File: config.mk
export PLATFORM = sky130hd
export DESIGN_NAME = smbios_uuid_extractor
export DESIGN_NICKNAME = d
export VERILOG_FILES = /design/src/suuid_pkg.sv /design/src/suuid_shifter.sv /design/src/smbios_uuid_extractor.sv
export SDC_FILE = /design/constraint.sdc
export NUM_CORES = 1
export LEC_CHECK = 0
export BUFFER_PORTS_ARGS = -buffer_cell sky130_fd_sc_hd__buf_4
export CAP_MARGIN = 20
export CORE_MARGIN = 8
export CORE_UTILIZATION = 62
export DETAILED_ROUTE_END_ITERATION = 16
export GPL_ROUTABILITY_DRIVEN = 0
export PLACE_DENSITY = 0.8
export SETUP_SLACK_MARGIN = 0.4
export SLEW_MARGIN = 5
export SYNTH_ARGS = -nofsm -noshare
export SYNTH_HDL_FRONTEND = slang
export SYNTH_SLANG_ARGS = --single-unit
File: constraint.sdc
create_clock -name clk -period 6.37 [get_ports clk]
set_input_delay 0 -clock clk [delete_from_list [all_inputs] [get_ports clk]]
set_output_delay 0 -clock clk [all_outputs]
set_load 0.1 [all_outputs]
File: src/suuid_pkg.sv
`timescale 1ns / 1ps

package suuid_pkg;

    // parse phases
    localparam logic [2:0] PH_TYPE    = 3'd0;
    localparam logic [2:0] PH_LENGTH  = 3'd1;
    localparam logic [2:0] PH_FORMAT  = 3'd2;
    localparam logic [2:0] PH_STRINGS = 3'd3;
    localparam logic [2:0] PH_DONE    = 3'd4;

    localparam int UUID_BYTES = 16;

    localparam logic [7:0] SYSINFO_TYPE   = 8'h01;
    localparam logic [7:0] SYSINFO_MINLEN = 8'h19;
    localparam logic [7:0] UUID_OFFSET    = 8'h08;
    localparam logic [7:0] UUID_LAST      = UUID_OFFSET + 8'(UUID_BYTES - 1);
    localparam logic [7:0] BYTE_ONES      = 8'hFF;
    localparam logic [7:0] MIN_LENGTH     = 8'd4;
    localparam logic [3:0] LAST_INDEX     = 4'(UUID_BYTES - 1);

    typedef logic [7:0] byte_t;

    typedef struct packed {
        logic capture;   // shift one raw UUID byte in
        logic launch;    // reorder to canonical order, first byte leaves
        logic advance;   // shift one canonical byte out
    } shift_ctl_t;

    // raw byte position feeding canonical position k
    function automatic logic [3:0] canon_src(input logic [3:0] k);
        logic [3:0] src;
        unique case (k)
            4'd0:    src = 4'd3;
            4'd1:    src = 4'd2;
            4'd2:    src = 4'd1;
            4'd3:    src = 4'd0;
            4'd4:    src = 4'd5;
            4'd5:    src = 4'd4;
            4'd6:    src = 4'd7;
            4'd7:    src = 4'd6;
            default: src = k;
        endcase
        return src;
    endfunction

endpackage

File: src/suuid_shifter.sv
`timescale 1ns / 1ps

module suuid_shifter
(
    input  logic                   clk,
    input  suuid_pkg::byte_t       din,
    input  suuid_pkg::shift_ctl_t  ctl,
    output suuid_pkg::byte_t       first,
    output suuid_pkg::byte_t       head
);

    suuid_pkg::byte_t cap_reg  [suuid_pkg::UUID_BYTES];
    suuid_pkg::byte_t cap_next [suuid_pkg::UUID_BYTES];
    suuid_pkg::byte_t shifted  [suuid_pkg::UUID_BYTES];

    // raw order after taking din
    always_comb
    begin
        for (int k = 0; k < suuid_pkg::UUID_BYTES - 1; k++)
        begin
            shifted[k] = cap_reg[k + 1];
        end
        shifted[suuid_pkg::UUID_BYTES - 1] = din;
    end

    assign first = shifted[suuid_pkg::canon_src(4'd0)];
    assign head  = cap_reg[0];

    always_comb
    begin
        for (int k = 0; k < suuid_pkg::UUID_BYTES; k++)
        begin
            cap_next[k] = cap_reg[k];
        end
        priority if (ctl.launch)
        begin
            for (int k = 0; k < suuid_pkg::UUID_BYTES - 1; k++)
            begin
                cap_next[k] = shifted[suuid_pkg::canon_src(4'(k + 1))];
            end
        end
        else if (ctl.capture)
        begin
            for (int k = 0; k < suuid_pkg::UUID_BYTES; k++)
            begin
                cap_next[k] = shifted[k];
            end
        end
        else if (ctl.advance)
        begin
            for (int k = 0; k < suuid_pkg::UUID_BYTES - 1; k++)
            begin
                cap_next[k] = cap_reg[k + 1];
            end
        end
        else
        begin
            // hold
        end
    end

    always_ff @(posedge clk)
    begin
        for (int k = 0; k < suuid_pkg::UUID_BYTES; k++)
        begin
            cap_reg[k] <= cap_next[k];
        end
    end

endmodule

File: src/smbios_uuid_extractor.sv
`timescale 1ns / 1ps

// Channel   Handshake                  Beat payload
// table     table_valid / table_ready  table_byte, final_byte
// uuid      uuid_valid  / uuid_ready   uuid_byte, byte_index, found, last_result
//
// One table byte is taken per cycle while no report is being sent.
// A UUID report is 16 beats out of one output register; the byte that
// completes the UUID loads beat 0 and table_ready stays low until the
// shift register has moved out the other 15 (one per free output cycle).
// A stalled output register (uuid_valid high, uuid_ready low) holds off input.
// Reset (rst_n low, async) returns the parser to the type-byte phase and
// empties the output register; the UUID shift register is not reset.

module smbios_uuid_extractor
(
    input  logic       clk,
    input  logic       rst_n,
    input  logic [7:0] table_byte,
    input  logic       final_byte,
    input  logic       table_valid,
    output logic       table_ready,
    output logic [7:0] uuid_byte,
    output logic [3:0] byte_index,
    output logic       found,
    output logic       last_result,
    output logic       uuid_valid,
    input  logic       uuid_ready
);

    // parser state
    logic [2:0] phase_reg, phase_next;
    logic [7:0] kind_reg, kind_next;
    logic [7:0] len_reg, len_next;
    logic [7:0] pos_reg, pos_next;
    logic       prevz_reg, prevz_next;
    logic       nz_reg, nz_next;
    logic       nff_reg, nff_next;

    // report sequencing
    logic       emit_reg;
    logic [3:0] eidx_reg;

    // output register
    logic       ovalid_reg;
    logic [7:0] obyte_reg;
    logic [3:0] oidx_reg;
    logic       ofound_reg;
    logic       olast_reg;

    logic       accept;
    logic       out_free;
    logic       fail;
    logic       succ;
    logic       capture;
    logic       was_done;
    logic [7:0] pos_inc;
    logic       in_win;

    suuid_pkg::shift_ctl_t ctl;
    suuid_pkg::byte_t      first_byte;
    suuid_pkg::byte_t      head_byte;

    assign out_free    = !ovalid_reg || uuid_ready;
    assign table_ready = !emit_reg && out_free;
    assign accept      = table_valid && table_ready;

    assign was_done = (phase_reg != suuid_pkg::PH_TYPE) && (phase_reg != suuid_pkg::PH_LENGTH)
                   && (phase_reg != suuid_pkg::PH_FORMAT) && (phase_reg != suuid_pkg::PH_STRINGS);

    assign pos_inc = pos_reg + 8'd1;
    assign in_win  = (kind_reg == suuid_pkg::SYSINFO_TYPE) && (len_reg >= suuid_pkg::SYSINFO_MINLEN)
                  && (pos_inc >= suuid_pkg::UUID_OFFSET) && (pos_inc <= suuid_pkg::UUID_LAST);

    // structure walk, one byte per beat
    always_comb
    begin
        phase_next = phase_reg;
        kind_next  = kind_reg;
        len_next   = len_reg;
        pos_next   = pos_reg;
        prevz_next = prevz_reg;
        nz_next    = nz_reg;
        nff_next   = nff_reg;
        fail       = 1'b0;
        succ       = 1'b0;
        capture    = 1'b0;

        unique case (phase_reg)
            suuid_pkg::PH_TYPE:
            begin
                kind_next  = table_byte;
                pos_next   = 8'd0;
                phase_next = suuid_pkg::PH_LENGTH;
            end
            suuid_pkg::PH_LENGTH:
            begin
                len_next = table_byte;
                pos_next = 8'd1;
                nz_next  = 1'b0;
                nff_next = 1'b0;
                if (table_byte < suuid_pkg::MIN_LENGTH)
                begin
                    fail       = 1'b1;
                    phase_next = suuid_pkg::PH_DONE;
                end
                else
                begin
                    phase_next = suuid_pkg::PH_FORMAT;
                end
            end
            suuid_pkg::PH_FORMAT:
            begin
                pos_next = pos_inc;
                if (in_win)
                begin
                    capture  = 1'b1;
                    nz_next  = nz_reg || (table_byte != 8'h00);
                    nff_next = nff_reg || (table_byte != suuid_pkg::BYTE_ONES);
                    if (pos_inc == suuid_pkg::UUID_LAST)
                    begin
                        phase_next = suuid_pkg::PH_DONE;
                        if (nz_next && nff_next)
                        begin
                            succ = 1'b1;
                        end
                        else
                        begin
                            fail = 1'b1;
                        end
                    end
                end
                else if (({1'b0, pos_inc} + 9'd1) >= {1'b0, len_reg})
                begin
                    phase_next = suuid_pkg::PH_STRINGS;
                    prevz_next = 1'b0;
                end
            end
            suuid_pkg::PH_STRINGS:
            begin
                if (prevz_reg && (table_byte == 8'h00))
                begin
                    phase_next = suuid_pkg::PH_TYPE;
                    prevz_next = 1'b0;
                end
                else
                begin
                    prevz_next = (table_byte == 8'h00);
                end
            end
            default:
            begin
                // report made: skip until the final byte
            end
        endcase

        if (final_byte)
        begin
            if (!was_done && !fail && !succ)
            begin
                fail = 1'b1;
            end
            phase_next = suuid_pkg::PH_TYPE;
            kind_next  = 8'd0;
            len_next   = 8'd0;
            pos_next   = 8'd0;
            prevz_next = 1'b0;
            nz_next    = 1'b0;
            nff_next   = 1'b0;
        end
    end

    assign ctl.capture = accept && capture;
    assign ctl.launch  = accept && succ;
    assign ctl.advance = emit_reg && out_free;

    suuid_shifter u_shifter
    (
        .clk   (clk),
        .din   (table_byte),
        .ctl   (ctl),
        .first (first_byte),
        .head  (head_byte)
    );

    always_ff @(posedge clk or negedge rst_n)
    begin
        if (!rst_n)
        begin
            phase_reg  <= suuid_pkg::PH_TYPE;
            kind_reg   <= 8'd0;
            len_reg    <= 8'd0;
            pos_reg    <= 8'd0;
            prevz_reg  <= 1'b0;
            nz_reg     <= 1'b0;
            nff_reg    <= 1'b0;
            emit_reg   <= 1'b0;
            eidx_reg   <= 4'd0;
            ovalid_reg <= 1'b0;
        end
        else
        begin
            if (accept)
            begin
                phase_reg <= phase_next;
                kind_reg  <= kind_next;
                len_reg   <= len_next;
                pos_reg   <= pos_next;
                prevz_reg <= prevz_next;
                nz_reg    <= nz_next;
                nff_reg   <= nff_next;
            end

            priority if (accept && (fail || succ))
            begin
                ovalid_reg <= 1'b1;
                if (succ)
                begin
                    emit_reg <= 1'b1;
                    eidx_reg <= 4'd1;
                end
            end
            else if (emit_reg && out_free)
            begin
                ovalid_reg <= 1'b1;
                eidx_reg   <= eidx_reg + 4'd1;
                if (eidx_reg == suuid_pkg::LAST_INDEX)
                begin
                    emit_reg <= 1'b0;
                end
            end
            else if (uuid_ready)
            begin
                ovalid_reg <= 1'b0;
            end
            else
            begin
                // beat held for the receiver
            end
        end
    end

    // output payload, no reset
    always_ff @(posedge clk)
    begin
        priority if (accept && fail)
        begin
            obyte_reg  <= 8'd0;
            oidx_reg   <= 4'd0;
            ofound_reg <= 1'b0;
            olast_reg  <= 1'b1;
        end
        else if (accept && succ)
        begin
            obyte_reg  <= first_byte;
            oidx_reg   <= 4'd0;
            ofound_reg <= 1'b1;
            olast_reg  <= 1'b0;
        end
        else if (emit_reg && out_free)
        begin
            obyte_reg  <= head_byte;
            oidx_reg   <= eidx_reg;
            ofound_reg <= 1'b1;
            olast_reg  <= (eidx_reg == suuid_pkg::LAST_INDEX);
        end
        else
        begin
            // hold
        end
    end

    assign uuid_valid  = ovalid_reg;
    assign uuid_byte   = obyte_reg;
    assign byte_index  = oidx_reg;
    assign found       = ofound_reg;
    assign last_result = olast_reg;

    // a failure beat is a lone all-zero beat
    a_fail_form: assert property (@(posedge clk) disable iff (!rst_n)
        uuid_valid && !found |-> last_result && (uuid_byte == 8'd0) && (byte_index == 4'd0))
        else $error("failure beat malformed");

    // a success report closes on index 15
    a_last_index: assert property (@(posedge clk) disable iff (!rst_n)
        uuid_valid && found && last_result |-> (byte_index == suuid_pkg::LAST_INDEX))
        else $error("success report closed early");

    // success beats follow back to back with rising index
    a_index_step: assert property (@(posedge clk) disable iff (!rst_n)
        uuid_valid && uuid_ready && found && !last_result
        |=> uuid_valid && found && (byte_index == 4'($past(byte_index) + 4'd1)))
        else $error("uuid beat sequence broken");

    // no table byte taken while a report is in flight
    a_hold_input: assert property (@(posedge clk) disable iff (!rst_n)
        uuid_valid && found && !last_result |-> !table_ready)
        else $error("input taken during report");

endmodule
### Word level (Yosys, flattened, before mapping)

Memory sizes are Yosys's and may differ from the RTL's.
Cells that the tools add are included.
Widths: inputs -> output; s select.

* add/subtract/negate cells: 3
* order comparisons: 20
* equality and inequality tests: 17
* multiplexer cells: 118
* bitwise logic cells: 15
* reductions and logical operators: 49

Operator list (number)
* $bmux 8 s4: 15
* $mux 120: 3
* $mux 8: 39
* $ge 5x5->1 const B: 15
* $not 4->5: 15
* $mux 4: 18
* $mux 1: 31
* $pmux 8 s3: 1
* $mux 3: 6
* $logic_and 1x1->1: 17
* $ne 3x3->1 const B: 4
* $pmux 3 s4: 1
* $reduce_bool 3->1: 4
* $reduce_bool 2->1: 5
* $add 8x1->9 const B: 1
* $ge 9x8->1: 1
* $add 8x1->8 const B: 1
* $eq 8x1->1 const B: 1
* $eq 8x5->1 const B: 1
* $ge 8x4->1 const B: 1
* $ge 8x5->1 const B: 1
* $le 8x5->1 const B: 1
* $logic_not 8->1: 1
* $lt 8x3->1 const B: 1
* other kinds (21): 38

* register bits after elaboration: 50
* RAM bits: 128
* input bits: 13
* output and inout port bits: 16
* memories: 1

Memory list
* u_shifter.cap_reg: words 16, width 8, rd ports 16, clocked after memory_dff 0, write ports 16, line suuid_shifter.sv:12 `suuid_pkg::byte_t cap_reg [suuid_pkg::UUID_BYTES];`

### Depth between registers and ports, before layout

* depth after elaboration: 16
* depth in mapped cells: 15

### Hierarchy

From an unflattened synthesis, not the netlist that was laid out.

* cell total of the unflattened synthesis: 609
* area total of the unflattened synthesis: 8201.6 µm²

By module, submodules not included
* suuid_shifter: instances 1, cells each 253, area an instance 5208.7 µm², sequential area each 3843.7 µm²
* smbios_uuid_extractor: instances 1, cells each 356, area an instance 2992.9 µm², sequential area each 1181.1 µm²

### Worst setup path after synthesis

Ideal clock, no wire load.

* path type: reg-to-reg
* start point: register, netlist name uuid_valid
* end point: memory u_shifter.cap_reg[0][0] (netlist name), enable pin
* data arrival time: 5.559 ns
* required time: 5.887 ns
* slack: 0.327 ns
* stages on the path, launching flop included: 7
* buffers on the path: 0
* clock period less this slack: 6.043 ns
* cells stage by stage: dfrtp_1 > nand2b_1 > nor2b_1 > nand2_1 > nor2_1 > nand3_1 > nand2_1

RTL lines (line)
* end: declaration: suuid_shifter.sv:12

==> impl_metrics.csv <==
group,metric,value,unit
clock_tree,cts.htree.levels,4,
clock_tree,cts_sinks,178,
setup_path,crit_start,"pos_reg[0]$_DFFE_PN0P_",
clock_tree,clock_latency,0.42,ns
logic_synthesis,syn_area,8264,um2
detailed_routing,via_count,5757,
setup_path,slowest_delay,0.69,ns
clock_tree,cts_root_buffer,"clkbuf_16",
detailed_routing,route.detailed.drc,0,
pwr,power.total,2.493,mW
setup_path,critPathRequiredTime,6.46,ns
timing,rsz0062_at_grt,"false",
logic_synthesis,yosysWarnings,0,
floorplanning,io_pins,29,
detailed_routing,wl,15800,um
detailed_routing,drt.antenna.violating_nets,0,
setup_path,reg2reg_from,"pos_reg[0]$_DFFE_PN0P_",
setup_path,cpMaxStageDelayCell,"a211oi_4",
logic_synthesis,avgSynthCellArea,10.28,um2
timing,setup_viol,0,
setup_path,r2r_end,"u_shifter.cap_reg[1][10]$_DFFE_PP_",
global_route,grt_antenna_before_repair,0,
clock_tree,post_cts_buffers,0,
clock_tree,cts.reportedPaths.clkPinSlew,0.06,ns
final_layout,largest_register_ffs,128,
floorplanning,design.die.area,17280,um2
pwr,leakagePower,3.776,nW
final_layout,antennaDiodeCount,0,
timing,fmax,265.8,MHz
final_layout,area_growth_syn_to_layout,11.79,%
timing,maxSlewViolCount,0,
global_route,grt_overflow,0,
floorplanning,initial_core_util,0.6290,
logic_synthesis,yosys.cell_types.count,69,
timing,finalHoldViolCount,0,
global_route,grt_max_degree,116,
final_layout,layout-drive-gt1-share,0.1107,
setup_path,path_class,"flop to flop",
run_status,status,"finished clean",
global_route,grt_pass1_vias,5571,
setup_path,path_cells,"ha_1 > inv_1 > a31oi_4 > nand4_1 > a211oi_4 > nand3_1 > nand2_4 > buf_4",
logic_synthesis,ys_seq_elements,178,
timing,period_needed,3.763,ns
floorplanning,core_area,13140,um2
setup_path,path_max_fanout,38,
detailed_routing,wl_per_cell,15.56,um
final_layout,stdcell_count,1016,
timing,fin_setup_tns,0,ns
timing,tightest_slew,0.8612,ns
pwr,powerDensity,269.8,nW/um2
floorplanning,fp.dieW,131.5,um
detailed_routing,drt_iter0_markers,666,
global_route,grt_pass1_wl,26250,um
final_layout,fillers,934,
clock_tree,numCtsBuffers,17,
detailed_routing,drtPass1Iterations,6,
detailed_routing,drt-vias-per-instance,5.666,
timing,relSlewSlack,0.4206,
final_layout,nets,851,
flow_run,drv_cap,0,
place,port_buffers,28,
setup_path,reg2regPathDepth,8,
setup_path,end_kind,"flop",
setup_path,cp.arrival,3.85,ns
timing,skew,0.008214,ns
timing,period_share,0.5907,
logic_synthesis,ys.flop_type,"edfxtp_1",
place,dp_hpwl,9490,um
setup_path,regToRegSetupSlack,2.61,ns
logic_synthesis,synth.yosys.seq_area_share,0.6080,
logic_synthesis,syn-num-nets,828,
hold_path,hold_path.class,"primary input to async pin",
logic_synthesis,synth_edf_count,128,
logic_synthesis,syn_inst,804,
clock_tree,cts_tree,"done",
setup_path,critPathCapture,"u_shifter.cap_reg[1][10]$_DFFE_PP_",
floorplanning,rows,42,
floorplanning,die_y,131.5,um
place,placed_cells,971,
global_route,grt_usage,0.1836,
logic_synthesis,async_flop_share,0.2022,
clock_tree,cts_buffer_depth,2,
pwr,ir_worst_vdd,187.4,uV
setup_path,cp-start-kind,"flop",
[placed cells by master, fill, tap and decap left out, drive strengths merged, types with 4 or more instances in the layout]
master and count:
clkinv 4, dlygate4sd3 10, a21oi 21, nand2 352
dfxtp 14, nand3 9, nor2 26, nand2b 5
edfxtp 128, nor3 6, dfrtp 36, xor2 7
clkbuf 27, inv 19, nand4 9, and3b 4
nor4 4, xnor2 6, o21ai 39, and3 4
mux2i 9, a211oi 10, ha 11, buf 35
[routing by layer]
metal,GRT usage,wire (um)
met2,0.2915,7765
met1,0.2374,6852
met5,0,0
met4,0.06509,253
met3,0.05145,933
[worst max-delay path: cells and delay by family, from the launching register on]
| kind | cells | cell delay [ns] |
|---|---|---|
| AOI/OAI and AO/OA | 2 | 0.86 |
| and+or+nand+nor | 3 | 0.98 |
| DFF | 1 | 0.55 |
| buffers and inverters | 2 | 0.58 |
| adders and majority gates | 1 | 0.43 |
[cell usage after synthesis (5+ instances only)]
| cell type | number | area share |
|---|---|---|
| a211oi_2 | 8 | 0.012 |
| a21oi_1 | 17 | 0.010 |
| buf_2 | 12 | 0.0073 |
| buf_6 | 11 | 0.015 |
| clkbuf_1 | 15 | 0.0068 |
| dfrtp_1 | 36 | 0.11 |
| dfxtp_1 | 14 | 0.034 |
| edfxtp_1 | 128 | 0.47 |
| ha_1 | 11 | 0.017 |
| inv_1 | 17 | 0.0077 |
| mux2i_1 | 9 | 0.011 |
| nand2_1 | 351 | 0.16 |
| nand2b_1 | 5 | 0.0038 |
| nand3_1 | 9 | 0.0055 |
| nand4_1 | 8 | 0.0061 |
| nor2_1 | 26 | 0.012 |
| nor3_1 | 6 | 0.0036 |
| o21ai_0 | 34 | 0.021 |
| xnor2_1 | 6 | 0.0064 |
| xor2_1 | 7 | 0.0074 |
[how the worst min path moves through the flow]
stage | startpoint | end | slack [ns] | depth (start not counted)
2_1_floorplan | rst_n | eidx_reg[0]$_DFFE_PN0P_ | -0.30 | 0
3_3_place_gp | rst_n | kind_reg[5]$_DFFE_PN0P_ | -0.01 | 1
3_5_place_dp | rst_n | kind_reg[5]$_DFFE_PN0P_ | -0.008 | 1
4_1_cts | rst_n | kind_reg[5]$_DFFE_PN0P_ | 0.08 | 2
5_1_grt | rst_n | len_reg[7]$_DFFE_PN0P_ | 0.1 | 2
6_report | rst_n | len_reg[6]$_DFFE_PN0P_ | 0.08 | 2
[power breakdown]
group | internal [mW] | total, mW | switching, mW
clock | 0.601 | 1.02 | 0.420
sequential | 1.26 | 1.29 | 0.0326
combinational | 0.0643 | 0.181 | 0.117
total | 1.92 | 2.49 | 0.570
[kinds of logic (layout without fill, tap and decap cells)]
logic type               count (synthesis)  after routing  share of synthesized area
buffers and inverters                   59             95                    0.03997
adder cells (fa/ha/maj)                 11             11                    0.01665
multiplexers                             9              9                    0.01090
AO/OA/AOI/OAI                           97             97                    0.08660
AND/OR/NAND/NOR                        437            437                     0.2241
flip-flops                             178            178                     0.6080
XOR/XNOR                                13             13                    0.01378
[stage by stage]
stage | setup slack [ns] | area [um2] | utilization | hold slack (ns)
after CTS | 2.122 | 9164 | 0.6975 | 0.08117
after detailed placement | 2.166 | 8471 | 0.6448 | -0.008030
final | 2.607 | 9239 | 0.7032 | 0.07656
after global routing | 2.320 | 9239 | 0.7032 | 0.09906
after floorplan | 1.482 | 8267 | - | -0.2956
after global placement | 2.364 | 8471 | 0.6448 | -0.01474
[cell type report]
class / count / area [um2] / area share
inverter: 18 / 67.56 / 0.007313
clock inverter: 5 / 37.54 / 0.004063
timing repair buffer: 45 / 415.4 / 0.04496
sequential: 178 / 5025 / 0.5439
multi-input combinational: 567 / 2918 / 0.3158
tap: 176 / 220.2 / 0.02384
clock buffer: 27 / 555.5 / 0.06013
[timing repair]
action / in CTS / in global routing
resized for setup: 0 / 0
hold buffers: 10 / 0
hold endpoints to repair: 70 / 0
No activity file was read; power rests on OpenSTA's default activity.
